==> src/rtl/core/assert_macros.svh <==
// Assertion macros shared by the allocator RTL.
// Every property is sampled on i_clk and is off while i_rst_n is low.
`ifndef ASSERT_MACROS_SVH
`define ASSERT_MACROS_SVH

// Check a property at every rising clock edge outside reset.
`define FFA_ASSERT(label, prop, msg) \
    label: assert property (@(posedge i_clk) disable iff (!i_rst_n) prop) \
        else $error(msg);

// Check that one condition implies another in the same cycle.
`define FFA_ASSERT_IMPL(label, cond, expr, msg) \
    `FFA_ASSERT(label, (cond) |-> (expr), msg)

`endif

==> src/rtl/core/ffa_pkg.sv <==
// Shared types and codes of the first-fit unit allocator.
// No dependencies; used by first_fit_unit_allocator.
`default_nettype none

package ffa_pkg;

    localparam int CMD_W     = 3;
    localparam int OWNER_W   = 16;
    localparam int SIZE_W    = 7;
    localparam int STATUS_W  = 2;
    localparam int START_W   = 6;
    localparam int LENGTH_W  = 7;
    localparam int UCOUNT_W  = 7;

    localparam int RESULT_CAP = 64;
    localparam int RCNT_W     = 7;

    typedef logic [CMD_W-1:0]    t_cmd;
    typedef logic [STATUS_W-1:0] t_status;

    localparam t_cmd CMD_REQUEST    = 3'd0;
    localparam t_cmd CMD_RELEASE    = 3'd1;
    localparam t_cmd CMD_LIST_FREE  = 3'd2;
    localparam t_cmd CMD_LIST_OWNED = 3'd3;
    localparam t_cmd CMD_FIND       = 3'd4;

    localparam t_status STATUS_OK   = 2'd0;
    localparam t_status STATUS_FAIL = 2'd1;
    localparam t_status STATUS_NONE = 2'd2;

    localparam logic [UCOUNT_W-1:0] UNIT_COUNT_RESET = 7'd64;

    typedef struct packed {
        t_status              status;
        logic [OWNER_W-1:0]   owner;
        logic [START_W-1:0]   start;
        logic [LENGTH_W-1:0]  length;
        logic                 last;
    } t_result;

endpackage

`default_nettype wire

==> src/rtl/core/ffa_cell.sv <==
// One unit of the owner map: holds an owner id and takes its neighbor's on shift.
// No package dependencies.
`default_nettype none

module ffa_cell #(
    parameter int OWNER_BITS = 16
) (
    input  wire logic                  i_clk,
    input  wire logic                  i_rst_n,
    input  wire logic                  i_shift,
    input  wire logic [OWNER_BITS-1:0] i_d,
    output logic      [OWNER_BITS-1:0] o_q
);

    logic [OWNER_BITS-1:0] r_owner;

    always_ff @(posedge i_clk) begin
        if (!i_rst_n) begin
            r_owner <= '0;
        end else if (i_shift) begin
            r_owner <= i_d;
        end
    end

    assign o_q = r_owner;

endmodule

`default_nettype wire

==> src/rtl/core/ffa_ring.sv <==
// Rotating owner map: a chain of ffa_cell, head read at cell 0, write-back at the tail.
// Depends on ffa_cell.
`default_nettype none

module ffa_ring #(
    parameter int MAX_UNITS  = 64,
    parameter int OWNER_BITS = 16
) (
    input  wire logic                  i_clk,
    input  wire logic                  i_rst_n,
    input  wire logic                  i_shift,
    input  wire logic [OWNER_BITS-1:0] i_tail,
    output logic      [OWNER_BITS-1:0] o_head
);

    logic [OWNER_BITS-1:0] w_q [MAX_UNITS];

    for (genvar k = 0; k < MAX_UNITS; k++) begin : g_cell
        logic [OWNER_BITS-1:0] w_d;
        if (k == MAX_UNITS - 1) begin : g_tail
            assign w_d = i_tail;
        end else begin : g_mid
            assign w_d = w_q[k+1];
        end
        ffa_cell #(
            .OWNER_BITS(OWNER_BITS)
        ) u_cell (
            .i_clk  (i_clk),
            .i_rst_n(i_rst_n),
            .i_shift(i_shift),
            .i_d    (w_d),
            .o_q    (w_q[k])
        );
    end

    assign o_head = w_q[0];

endmodule

`default_nettype wire

==> src/rtl/core/first_fit_unit_allocator.sv <==
// Every command except an unknown one rotates the owner map once through the scan
// unit, one unit per cycle while the rotation is not paused. A failed request, a
// release or a find posts its result after that one rotation. A list posts its final
// result after a further closing step that closes a run that reaches the end of the
// map. A granted request rotates twice (find the run, then fill it).
// An unknown command skips the rotation and posts its failure directly. List
// commands also pause the rotation whenever a run is ready and the result register
// is still held by the consumer, and every command waits for a held result before
// posting its last one. The input is ready again in the same cycle as the final
// result shows at the output. The map clears at reset.
// Depends on ffa_pkg, ffa_ring and assert_macros.svh.
`default_nettype none
`include "assert_macros.svh"

module first_fit_unit_allocator #(
    parameter int MAX_UNITS  = 64,
    parameter int OWNER_BITS = 16
) (
    input  wire logic                            i_clk,
    input  wire logic                            i_rst_n,
    input  wire logic                            i_in_valid,
    output logic                                 o_in_ready,
    input  wire logic [ffa_pkg::CMD_W-1:0]       i_command,
    input  wire logic [ffa_pkg::OWNER_W-1:0]     i_owner_id,
    input  wire logic [ffa_pkg::SIZE_W-1:0]      i_request_size,
    output logic                                 o_out_valid,
    input  wire logic                            i_out_ready,
    output logic      [ffa_pkg::STATUS_W-1:0]    o_status,
    output logic      [ffa_pkg::OWNER_W-1:0]     o_run_owner,
    output logic      [ffa_pkg::START_W-1:0]     o_run_start,
    output logic      [ffa_pkg::LENGTH_W-1:0]    o_run_length,
    output logic                                 o_last,
    input  wire logic                            i_cfg_valid,
    output logic                                 o_cfg_ready,
    input  wire logic [ffa_pkg::UCOUNT_W-1:0]    i_cfg_unit_count
);

    localparam int IW = (MAX_UNITS > 1) ? $clog2(MAX_UNITS) : 1;
    localparam int CW = $clog2(MAX_UNITS + 1);
    localparam int LW = (CW > 7) ? CW : 7;
    localparam int OB = OWNER_BITS;

    localparam logic [2:0] ST_IDLE = 3'd0;
    localparam logic [2:0] ST_SCAN = 3'd1;
    localparam logic [2:0] ST_FILL = 3'd2;
    localparam logic [2:0] ST_FIN  = 3'd3;
    localparam logic [2:0] ST_EMIT = 3'd4;

    localparam logic [IW-1:0] IDX_LAST = IW'(MAX_UNITS - 1);
    localparam logic [LW-1:0] N_MAX    = LW'(MAX_UNITS);
    localparam logic [ffa_pkg::RCNT_W-1:0] CAP = ffa_pkg::RCNT_W'(ffa_pkg::RESULT_CAP);

    logic [ffa_pkg::UCOUNT_W-1:0] r_unit_count;
    logic [2:0]                   r_state, n_state;
    logic [IW-1:0]                r_idx, n_idx;
    ffa_pkg::t_cmd                r_cmd, n_cmd;
    logic [OB-1:0]                r_owner, n_owner;
    logic [ffa_pkg::SIZE_W-1:0]   r_size, n_size;
    logic [LW-1:0]                r_n, n_n;
    logic                         r_ok, n_ok;
    logic [LW-1:0]                r_run, n_run;
    logic                         r_found, n_found;
    logic [LW-1:0]                r_start, n_start;
    logic [LW-1:0]                r_cnt, n_cnt;
    logic                         r_in_run, n_in_run;
    logic                         r_ra, n_ra;
    logic [OB-1:0]                r_rwho, n_rwho;
    logic [LW-1:0]                r_rstart, n_rstart;
    logic [LW-1:0]                r_rlen, n_rlen;
    logic                         r_hp, n_hp;
    logic [OB-1:0]                r_pwho, n_pwho;
    logic [LW-1:0]                r_pstart, n_pstart;
    logic [LW-1:0]                r_plen, n_plen;
    logic [ffa_pkg::RCNT_W-1:0]   r_fin_cnt, n_fin_cnt;
    ffa_pkg::t_result             r_out, n_out;
    logic                         r_out_valid, n_out_valid;

    logic                  w_shift;
    logic [OB-1:0]         w_head, w_tail;
    logic [LW-1:0]         w_idx_l, w_uc_ext, w_n_cur, w_run_next;
    logic                  w_in_range, w_slot, w_match;
    logic                  w_want_free, w_qual, w_ends, w_push;
    logic [ffa_pkg::RCNT_W-1:0] w_fc_next;
    logic [OB+15:0]        w_in_own_ext;
    logic [OB-1:0]         w_in_owner;
    logic [OB+15:0]        w_own_ext, w_pwho_ext;
    logic                  w_in_acc;

    ffa_ring #(
        .MAX_UNITS (MAX_UNITS),
        .OWNER_BITS(OB)
    ) u_ring (
        .i_clk  (i_clk),
        .i_rst_n(i_rst_n),
        .i_shift(w_shift),
        .i_tail (w_tail),
        .o_head (w_head)
    );

    assign w_in_own_ext = {{OB{1'b0}}, i_owner_id};
    assign w_in_owner   = w_in_own_ext[OB-1:0];
    assign w_own_ext    = {16'b0, r_owner};
    assign w_pwho_ext   = {16'b0, r_pwho};

    assign w_uc_ext   = LW'(r_unit_count);
    assign w_n_cur    = (w_uc_ext > N_MAX) ? N_MAX : w_uc_ext;
    assign w_idx_l    = LW'(r_idx);
    assign w_in_range = w_idx_l < r_n;
    assign w_slot     = !r_out_valid || i_out_ready;
    assign w_match    = r_ok && w_in_range && (w_head == r_owner);
    assign w_run_next = (w_head == '0) ? r_run + LW'(1) : '0;

    assign w_want_free = (r_cmd == ffa_pkg::CMD_LIST_FREE);
    assign w_qual      = w_in_range && ((w_head == '0) == w_want_free);
    assign w_ends      = r_ra && (!w_in_range || (w_head != r_rwho));
    assign w_push      = w_ends && r_hp;
    assign w_fc_next   = r_fin_cnt + ffa_pkg::RCNT_W'(w_ends);

    assign o_in_ready  = (r_state == ST_IDLE);
    assign o_cfg_ready = 1'b1;
    assign w_in_acc    = i_in_valid && o_in_ready;

    always_comb begin
        n_state   = r_state;
        n_idx     = r_idx;
        n_cmd     = r_cmd;
        n_owner   = r_owner;
        n_size    = r_size;
        n_n       = r_n;
        n_ok      = r_ok;
        n_run     = r_run;
        n_found   = r_found;
        n_start   = r_start;
        n_cnt     = r_cnt;
        n_in_run  = r_in_run;
        n_ra      = r_ra;
        n_rwho    = r_rwho;
        n_rstart  = r_rstart;
        n_rlen    = r_rlen;
        n_hp      = r_hp;
        n_pwho    = r_pwho;
        n_pstart  = r_pstart;
        n_plen    = r_plen;
        n_fin_cnt = r_fin_cnt;
        n_out     = r_out;
        n_out_valid = r_out_valid && !i_out_ready;
        w_shift   = 1'b0;
        w_tail    = w_head;

        case (r_state)
            ST_IDLE: begin
                if (w_in_acc) begin
                    n_cmd     = i_command;
                    n_owner   = w_in_owner;
                    n_size    = i_request_size;
                    n_n       = w_n_cur;
                    n_idx     = '0;
                    n_run     = '0;
                    n_found   = 1'b0;
                    n_start   = '0;
                    n_cnt     = '0;
                    n_in_run  = 1'b0;
                    n_ra      = 1'b0;
                    n_hp      = 1'b0;
                    n_fin_cnt = '0;
                    if (i_command == ffa_pkg::CMD_REQUEST) begin
                        n_ok = (w_in_owner != '0) && (i_request_size != '0)
                               && (LW'(i_request_size) <= w_n_cur);
                    end else begin
                        n_ok = (w_in_owner != '0);
                    end
                    if (i_command <= ffa_pkg::CMD_FIND) begin
                        n_state = ST_SCAN;
                    end else begin
                        n_state = ST_EMIT;
                    end
                end
            end
            ST_SCAN: begin
                // List commands stall while a finished run cannot be posted
                if (!(((r_cmd == ffa_pkg::CMD_LIST_FREE) ||
                       (r_cmd == ffa_pkg::CMD_LIST_OWNED)) && w_push && !w_slot)) begin
                    w_shift = 1'b1;
                    case (r_cmd)
                        ffa_pkg::CMD_REQUEST: begin
                            if (r_ok && !r_found && w_in_range) begin
                                n_run = w_run_next;
                                if (w_run_next == LW'(r_size)) begin
                                    n_found = 1'b1;
                                    n_start = w_idx_l + LW'(1) - LW'(r_size);
                                end
                            end
                        end
                        ffa_pkg::CMD_RELEASE: begin
                            if (w_match) begin
                                w_tail = '0;
                                n_cnt  = r_cnt + LW'(1);
                            end
                        end
                        ffa_pkg::CMD_FIND: begin
                            if (!r_found && w_match) begin
                                n_found  = 1'b1;
                                n_start  = w_idx_l;
                                n_cnt    = LW'(1);
                                n_in_run = 1'b1;
                            end else if (r_in_run && w_match) begin
                                n_cnt = r_cnt + LW'(1);
                            end else begin
                                n_in_run = 1'b0;
                            end
                        end
                        ffa_pkg::CMD_LIST_FREE, ffa_pkg::CMD_LIST_OWNED: begin
                            if (w_push) begin
                                n_out_valid = 1'b1;
                                n_out = '{status: ffa_pkg::STATUS_OK,
                                          owner:  w_pwho_ext[15:0],
                                          start:  r_pstart[5:0],
                                          length: r_plen[6:0],
                                          last:   1'b0};
                            end
                            if (w_ends) begin
                                n_hp      = 1'b1;
                                n_pwho    = r_rwho;
                                n_pstart  = r_rstart;
                                n_plen    = r_rlen;
                                n_ra      = 1'b0;
                                n_fin_cnt = w_fc_next;
                            end
                            if (r_ra && !w_ends) begin
                                n_rlen = r_rlen + LW'(1);
                            end else if (w_qual && (w_fc_next < CAP)) begin
                                n_ra     = 1'b1;
                                n_rwho   = w_head;
                                n_rstart = w_idx_l;
                                n_rlen   = LW'(1);
                            end
                        end
                        default: begin
                        end
                    endcase
                    if (r_idx == IDX_LAST) begin
                        n_idx = '0;
                        if ((r_cmd == ffa_pkg::CMD_REQUEST) && n_found) begin
                            n_state = ST_FILL;
                        end else if ((r_cmd == ffa_pkg::CMD_LIST_FREE) ||
                                     (r_cmd == ffa_pkg::CMD_LIST_OWNED)) begin
                            n_state = ST_FIN;
                        end else begin
                            n_state = ST_EMIT;
                        end
                    end else begin
                        n_idx = r_idx + IW'(1);
                    end
                end
            end
            ST_FILL: begin
                w_shift = 1'b1;
                if ((w_idx_l >= r_start) && ((w_idx_l - r_start) < LW'(r_size))) begin
                    w_tail = r_owner;
                end
                if (r_idx == IDX_LAST) begin
                    n_idx   = '0;
                    n_state = ST_EMIT;
                end else begin
                    n_idx = r_idx + IW'(1);
                end
            end
            ST_FIN: begin
                // Close a run that reaches the end of the map
                if (!(r_ra && r_hp) || w_slot) begin
                    if (r_ra && r_hp) begin
                        n_out_valid = 1'b1;
                        n_out = '{status: ffa_pkg::STATUS_OK,
                                  owner:  w_pwho_ext[15:0],
                                  start:  r_pstart[5:0],
                                  length: r_plen[6:0],
                                  last:   1'b0};
                    end
                    if (r_ra) begin
                        n_hp     = 1'b1;
                        n_pwho   = r_rwho;
                        n_pstart = r_rstart;
                        n_plen   = r_rlen;
                        n_ra     = 1'b0;
                    end
                    n_state = ST_EMIT;
                end
            end
            ST_EMIT: begin
                if (w_slot) begin
                    n_out_valid = 1'b1;
                    n_state     = ST_IDLE;
                    case (r_cmd)
                        ffa_pkg::CMD_REQUEST: begin
                            n_out = '{status: r_found ? ffa_pkg::STATUS_OK
                                                      : ffa_pkg::STATUS_FAIL,
                                      owner:  w_own_ext[15:0],
                                      start:  r_found ? r_start[5:0] : 6'd0,
                                      length: r_size,
                                      last:   1'b1};
                        end
                        ffa_pkg::CMD_RELEASE: begin
                            n_out = '{status: (r_cnt != '0) ? ffa_pkg::STATUS_OK
                                                            : ffa_pkg::STATUS_FAIL,
                                      owner:  w_own_ext[15:0],
                                      start:  6'd0,
                                      length: r_cnt[6:0],
                                      last:   1'b1};
                        end
                        ffa_pkg::CMD_FIND: begin
                            n_out = '{status: !r_ok    ? ffa_pkg::STATUS_FAIL :
                                              r_found  ? ffa_pkg::STATUS_OK
                                                       : ffa_pkg::STATUS_NONE,
                                      owner:  w_own_ext[15:0],
                                      start:  r_found ? r_start[5:0] : 6'd0,
                                      length: r_found ? r_cnt[6:0] : 7'd0,
                                      last:   1'b1};
                        end
                        ffa_pkg::CMD_LIST_FREE, ffa_pkg::CMD_LIST_OWNED: begin
                            n_out = '{status: r_hp ? ffa_pkg::STATUS_OK
                                                   : ffa_pkg::STATUS_NONE,
                                      owner:  r_hp ? w_pwho_ext[15:0] : 16'd0,
                                      start:  r_hp ? r_pstart[5:0] : 6'd0,
                                      length: r_hp ? r_plen[6:0] : 7'd0,
                                      last:   1'b1};
                        end
                        default: begin
                            n_out = '{status: ffa_pkg::STATUS_FAIL,
                                      owner:  16'd0,
                                      start:  6'd0,
                                      length: 7'd0,
                                      last:   1'b1};
                        end
                    endcase
                end
            end
            default: begin
                n_state = ST_IDLE;
            end
        endcase
    end

    always_ff @(posedge i_clk) begin
        if (!i_rst_n) begin
            r_state      <= ST_IDLE;
            r_idx        <= '0;
            r_out_valid  <= 1'b0;
            r_unit_count <= ffa_pkg::UNIT_COUNT_RESET;
            r_found      <= 1'b0;
            r_fin_cnt    <= '0;
        end else begin
            r_state     <= n_state;
            r_idx       <= n_idx;
            r_out_valid <= n_out_valid;
            r_found     <= n_found;
            r_fin_cnt   <= n_fin_cnt;
            if (i_cfg_valid && o_cfg_ready) begin
                r_unit_count <= i_cfg_unit_count;
            end
        end
    end

    always_ff @(posedge i_clk) begin
        r_cmd    <= n_cmd;
        r_owner  <= n_owner;
        r_size   <= n_size;
        r_n      <= n_n;
        r_ok     <= n_ok;
        r_run    <= n_run;
        r_start  <= n_start;
        r_cnt    <= n_cnt;
        r_in_run <= n_in_run;
        r_ra     <= n_ra;
        r_rwho   <= n_rwho;
        r_rstart <= n_rstart;
        r_rlen   <= n_rlen;
        r_hp     <= n_hp;
        r_pwho   <= n_pwho;
        r_pstart <= n_pstart;
        r_plen   <= n_plen;
        r_out    <= n_out;
    end

    assign o_out_valid  = r_out_valid;
    assign o_status     = r_out.status;
    assign o_run_owner  = r_out.owner;
    assign o_run_start  = r_out.start;
    assign o_run_length = r_out.length;
    assign o_last       = r_out.last;

    `FFA_ASSERT_IMPL(a_idle_aligned, r_state == ST_IDLE, r_idx == '0, "map not aligned in idle")
    `FFA_ASSERT_IMPL(a_fill_found, r_state == ST_FILL, r_found, "fill pass without a run")
    `FFA_ASSERT(a_cap, r_fin_cnt <= CAP, "list result count beyond cap")

endmodule

`default_nettype wire
==> config.mk <==
export PLATFORM = sky130hd
export DESIGN_NAME = first_fit_unit_allocator
export DESIGN_NICKNAME = d
export VERILOG_FILES = /design/src/rtl/core/ffa_pkg.sv /design/src/rtl/core/ffa_cell.sv /design/src/rtl/core/ffa_ring.sv /design/src/rtl/core/first_fit_unit_allocator.sv
export VERILOG_INCLUDE_DIRS = /design/src /design/src/rtl/core
export SDC_FILE = /design/constraint.sdc
export NUM_CORES = 2
export LEC_CHECK = 0
export BUFFER_PORTS_ARGS = -buffer_cell sky130_fd_sc_hd__buf_4
export CORE_ASPECT_RATIO = 0.8
export CORE_UTILIZATION = 49
export CTS_BUF_LIST = sky130_fd_sc_hd__clkbuf_8
export DETAILED_ROUTE_END_ITERATION = 12
export GPL_ROUTABILITY_DRIVEN = 0
export PLACE_DENSITY = 0.7
export RECOVER_POWER = 25
export SETUP_SLACK_MARGIN = 0.3
export SLEW_MARGIN = 40
export SYNTH_ARGS = -nofsm -noshare
export SYNTH_HDL_FRONTEND = slang
export SYNTH_SLANG_ARGS = --single-unit
==> constraint.sdc <==
create_clock -name i_clk -period 4 [get_ports i_clk]
set_input_delay 0.4 -clock i_clk [delete_from_list [all_inputs] [get_ports i_clk]]
set_output_delay 0.4 -clock i_clk [all_outputs]
set_load 0.02 [all_outputs]
* After elaboration in Yosys (flattened, before gate mapping)
Index checks and enable logic that the tools add are counted.
** Cells by class
- $lt $le $gt $ge :: 7
- Equal/unequal tests :: 35
- Bitwise logic cells :: 2
- Multiplexer cells :: 117
- Add/sub/neg operators :: 8
- Reduce and logical (&&, ||, !) cells :: 60
** Operators by type and width (count)
- 32-bit two-way mux :: 6
- 7-bit two-way mux :: 26
- 16-bit two-way mux :: 10
- 32-bit one-hot mux with 4 select lines :: 1
- 7-bit one-hot mux with 2 select lines :: 7
- 32-bit one-hot mux with 3 select lines :: 1
- 16-bit one-hot mux with 2 select lines :: 2
- 6-bit two-way mux :: 10
- 1-bit two-way mux :: 32
- 3-bit two-way mux :: 9
- 2-bit != test, second input constant :: 13
- 5-bit AND reduction :: 5
- 7-bit by 1-bit adder with 7-bit output, second input constant :: 3
- 3-bit != test, second input constant :: 7
- 7-bit AND reduction :: 3
- 1-bit logical AND :: 20
- 6-bit one-hot mux with 3 select lines :: 1
- 6-bit AND reduction :: 3
- 16-bit == test :: 1
- 16-bit zero test :: 1
- 16-bit != test :: 1
- 16-bit nonzero test :: 1
- 3-bit one-hot mux with 5 select lines :: 1
- 7-bit nonzero test :: 2
- other kinds (34) :: 63
** Word-level totals
- Logic and storage cells :: 321
- Register bits :: 1197
- Input port bits :: 38
- Output and inout bits :: 35

* Longest topological paths before layout
- Depth in word-level cells :: 14
- Mapped depth :: 19
- Gate-level depth less buffers :: 18

* Cells and area by module
Synthesis repeated with hierarchy kept, for this count alone.
** Unflattened totals
- Cells, all modules :: 4043
- Area, all modules :: 48444.0 µm²
** Modules (own cells, without submodules)
- ffa_cell :: cells each 51, times used 64, seq. area each 320.3 µm², area each 615.6 µm²
- first_fit_unit_allocator :: cells each 779, times used 1, seq. area each 4944.7 µm², area each 9046.2 µm²

* Worst setup path before layout
Ideal clock, no wire load.
- Kind :: register -> register
- From :: register r_idx[2]
- To :: register r_rstart[0] (enable)
- Data arrival time :: 4.001 ns
- Setup slack :: -0.435 ns
- Required time :: 3.567 ns
- Path buffers :: 0
- Cell stages (with the launch flop) :: 14
- Library setup time :: 0.433 ns
- Clock period less this slack :: 4.435 ns
- Path through :: dfxtp_1 ha_1 a21oi_1 o21ai_1 a21o_1 nor2_2 nor2b_1 ha_1 ha_1 nand3_1 nor2_1 xnor2_1 nand3_1 nor3b_1
** On the way
- Word-level cells in the longest chain between the ends :: 9
- Elaborated cells on any way between the ends :: 16
- Those cells by class :: 1 x add/sub; 2 x order compare; 2 x bitwise; 11 x reduce/logical
** RTL lines
- from (decl) :: line first_fit_unit_allocator.sv:55 : logic [IW-1:0] r_idx, n_idx;
- from (signal assigned) :: line first_fit_unit_allocator.sv:353 : r_idx <= n_idx;
- 6-bit by 7-bit less-than comparator with 1-bit output (*) :: line first_fit_unit_allocator.sv:108 : assign w_in_range = w_idx_l < r_n;
- parallel branches: the longest is 7 deep, another holds 7-bit by 1-bit adder with 7-bit output
- 5-bit AND reduction (no line) (*)
- to (signal assigned) :: line first_fit_unit_allocator.sv:375 : r_rstart <= n_rstart;
- to (decl) :: line first_fit_unit_allocator.sv:68 : logic [LW-1:0] r_rstart, n_rstart;
Mark *: on every way between the ends.
A chain may end at the register's enable or synchronous reset.

* Final worst setup path
- From :: register r_state[2]
- To :: register r_fin_cnt[2] (netlist bit)
** On the way
- Word-level cells in the longest chain between the ends :: 4
- Elaborated cells on any way between the ends :: 10
- Those cells by class :: 5 x eq/ne; 1 x mux; 4 x reduce/logical
** RTL lines
- from (decl) :: line first_fit_unit_allocator.sv:54 : logic [2:0] r_state, n_state;
- from (signal assigned) :: line first_fit_unit_allocator.sv:352 : r_state <= n_state;
- 3-bit zero test :: line first_fit_unit_allocator.sv:119, first_fit_unit_allocator.sv:150
- 1-bit logical AND :: line first_fit_unit_allocator.sv:121 : assign w_in_acc = i_in_valid && o_in_ready;
- 2-bit by 1-bit != test with 1-bit output (no line)
- 5-bit AND reduction (no line)
- to (signal assigned) :: line first_fit_unit_allocator.sv:356 : r_fin_cnt <= n_fin_cnt;
- to (decl) :: line first_fit_unit_allocator.sv:74 : logic [ffa_pkg::RCNT_W-1:0] r_fin_cnt, n_fin_cnt;
Parallel ways exist; a longest one is shown, timed or not.

==> impl_metrics.py <==
metrics = {
    "outcome": {
        "outcome": "finished with violations",
        "violations": "max-capacitance violations, max-slew violations",
    },
    "synth": {
        "ys_warn_count": 0,
        "synth_fp_nets": 5288,
        "ys_seq_elements": 1197,
        "syn_area_per_cell_um2": 8.39,
        "syn_inst": 5206,
        "synth_area_leaders": "dfxtp_1 48%, nand2_1 18%, a21oi_1 12%",
        "synth_top_area_share_pct": 48.1,
        "netlist_area_mm2": 0.0437,
        "synth-seq-area-share_pct": 58.3,
        "ys_async_sr_fraction_pct": 0,
        "ys_types": 62,
        "synth_edf_count": 148,
        "yosys.area.top_type": "dfxtp_1",
        "ys.flop_type": "dfxtp_1",
    },
    "global_route": {
        "top_usage_layer": "met2",
        "use_met3_pct": 3.75,
        "use_met2_pct": 29.5,
        "grt_pass1_vias": 30900,
        "grt_max_degree": 177,
        "antenna_found_initial": 2,
        "grtUsageMet1_pct": 27.6,
        "track_usage_pct": 19.5,
        "grt_pass1_wl_um": 149000,
        "grt_overflow_total": 0,
    },
    "placed_design": {
        "dpl.hpwl_um": 51500,
        "placed_cells": 6164,
        "place_ws_ns": 0.437,
        "dpl_cell_area_mm2": 0.0449,
        "io_buffer_count": 71,
    },
    "clocking": {
        "clockRootBuffer": "clkbuf_8",
        "worstSkewPairLatency_ns": 0.83,
        "htree_levels": 4,
        "cts_buffer_depth": 3,
        "clock_sinks": 1197,
        "path_clk_slew_ns": 0.07,
        "cts_tree": "yes",
        "numCtsBuffers": 174,
    },
    "sta": {
        "setup_slack_ns": 0.461,
        "relSlewSlack_pct": -42.9,
        "fin_setup_tns_ns": 0,
        "skew_ns": 0.0511,
        "post-route-period-util_pct": 88.5,
        "rsz0062_at_grt": "no",
        "worstMarginPinSlew_ns": 2.14,
        "fin_crit_ns": 3.54,
        "hold_viol": 0,
        "fmax_mhz": 283,
        "setup_violations": 0,
        "final_max_slew_viol_count": 60,
    },
    "final_layout": {
        "stdcell_count": 6524,
        "design_area_mm2": 0.0486,
        "final_cell_mix": "2079 x nand2_1, 1076 x a21oi_1, 1049 x dfxtp_1, 219 x clkbuf_8, 148 x edfxtp_1",
        "final_nets": 5277,
        "utilization_pct": 55.3,
        "drive_above_1_share_pct": 6.19,
        "area_growth_syn_to_layout_pct": 11.3,
        "final_common_cell": "nand2_1",
        "fillCellCount": 8192,
    },
    "die": {
        "pin_count": 73,
        "core_mm2": 0.0879,
        "rows": 97,
        "initial_utilization_pct": 49.7,
        "die_x_um": 336,
        "die_y_um": 269,
        "dieArea_mm2": 0.0903,
    },
    "worst_hold_path": {
        "hold_path_class": "in -> reg",
        "whs_endpoint": "r_fin_cnt[3]",
        "worstHoldStart": "i_in_valid",
        "whs_path_depth": 4,
    },
    "setup_path": {
        "worst_setup_path_start_kind": "register",
        "r2r_slack_ns": 0.46,
        "endpoint_kind": "register",
        "worstPathRequired_ns": 4.71,
        "reg2reg_from": "r_state[2]",
        "reg2reg_depth": 7,
        "arrival_ns": 4.25,
        "r2r-end": "r_fin_cnt[2]",
        "crit_path_max_fanout": 35,
        "critPathKind": "reg -> reg",
    },
    "route": {
        "vias": 33500,
        "viasPerCell": 5.14,
        "wirelength_um": 87900,
        "post_drt_wl_per_cell_um": 13.5,
        "drt_iter0_drc": 2777,
        "ant_nets": 0,
        "dr.pass1.iters": 9,
        "drc_errors": 0,
    },
    "power": {
        "p_per_area_mw_per_mm2": 597,
        "p_leak_uw": 0.0162,
        "ir_drop_v": 0.000437,
    },
    "run": {
        "drv_cap": 2,
    },
}
[worst max-delay path: stages, from the launching register on]
cell and delay (ns):
dfxtp_1 0.48, nor3_1 0.65, nand2_1 0.27, inv_1 0.10, clkbuf_1 1.53, nor2_1 0.15, o211ai_1 0.19, nand2_1 0.06
[how the worst max path moves through the flow]
stage                     cells after the start      endpoint                            start  slack [ns]
final                                         7  r_fin_cnt[2]                       r_state[2]        0.46
after global routing                          7  r_fin_cnt[4]                       r_state[0]        0.24
after CTS                                    13     r_rlen[6]  u_ring.g_cell[0].u_cell.o_q[11]        0.42
after detailed placement                     13     r_rlen[6]  u_ring.g_cell[0].u_cell.o_q[11]        0.44
after global placement                       13     r_rlen[6]  u_ring.g_cell[0].u_cell.o_q[11]        0.50
after floorplan                              13   r_rstart[0]                         r_idx[2]        0.33
[state kept, by name (all words and copies together), names as in the netlist, 16 cells and up]
| register | flops |
|---|---|
| r_owner | 16 |
| u_ring.g_cell.u_cell.o_q | 1024 |
| r_pwho | 16 |
| r_rwho | 16 |
| o_run_owner | 16 |
[cells by family after synthesis]
kind of cell / count (synthesis) / synth area share (%)
other: 1 / 0.00859
buffers and inverters: 414 / 4.25
AND/OR/NAND/NOR: 2274 / 20.2
adder cells (fa/ha/maj): 44 / 1.30
XOR/XNOR: 63 / 1.30
AO/OA/AOI/OAI: 1207 / 14.5
flip-flops: 1197 / 58.3
multiplexers: 6 / 0.138
[cell usage after synthesis (all sizes together) (3+ instances only)]
cell       n
o31ai      3
o21ai     42
o21bai     3
dfxtp   1049
a21oi   1076
and3       6
a21o       7
a31oi      3
xor2      28
or4        4
xnor2     34
edfxtp   148
nor2      63
nor4      19
o211ai     6
a21boi     3
buf      217
nand4     11
a211o      3
a211oi     6
o21a       6
nand2b    11
nor2b     11
inv       47
a22oi      8
clkbuf   150
mux2i      6
a311oi     3
nand3     40
nor3      14
nand2   2079
ha        42
or3        5
a22o      22
[cell type report]
class	instances	area (um^2)	share of cell area, %
inverter	47	189	0.389
sequential	1197	25400	52.4
antenna	2	5.00	0.0103
multi-input combinational	3595	16400	33.7
clock inverter	96	463	0.953
tap	1188	1490	3.06
timing repair buffer	180	1620	3.34
clock buffer	219	3010	6.20
[report_power, final]
part / internal (uW) / leakage [uW] / switching (uW) / total, uW
registers: 12800 / 0.00989 / 451 / 13300
clock network: 4990 / 0.00203 / 4540 / 9530
logic: 1410 / 0.00432 / 4810 / 6220
[stage by stage]
step	hold slack [ns]	power (uW)
after floorplan	0.400	18100
after global placement	0.404	19900
after detailed placement	0.407	19900
after CTS	0.0381	29500
after global routing	0.0839	30600
final	0.123	29000
[metal layers]
layer  part of all wire (%)  routed length (um)
met1                     48               42600
met2                     45               39200
met4                    2.1                1810
met3                    4.9                4300
met5                      0                   0
[repair_timing]
action / in CTS / in global routing
endpoints found under the hold margin: 49 / 0
gates resized for setup: 0 / 2
hold buffers: 42 / 0
buffers inserted: 0 / 1
setup endpoints to repair: 0 / 42
Note: power is estimated with default switching activity, not from simulation.
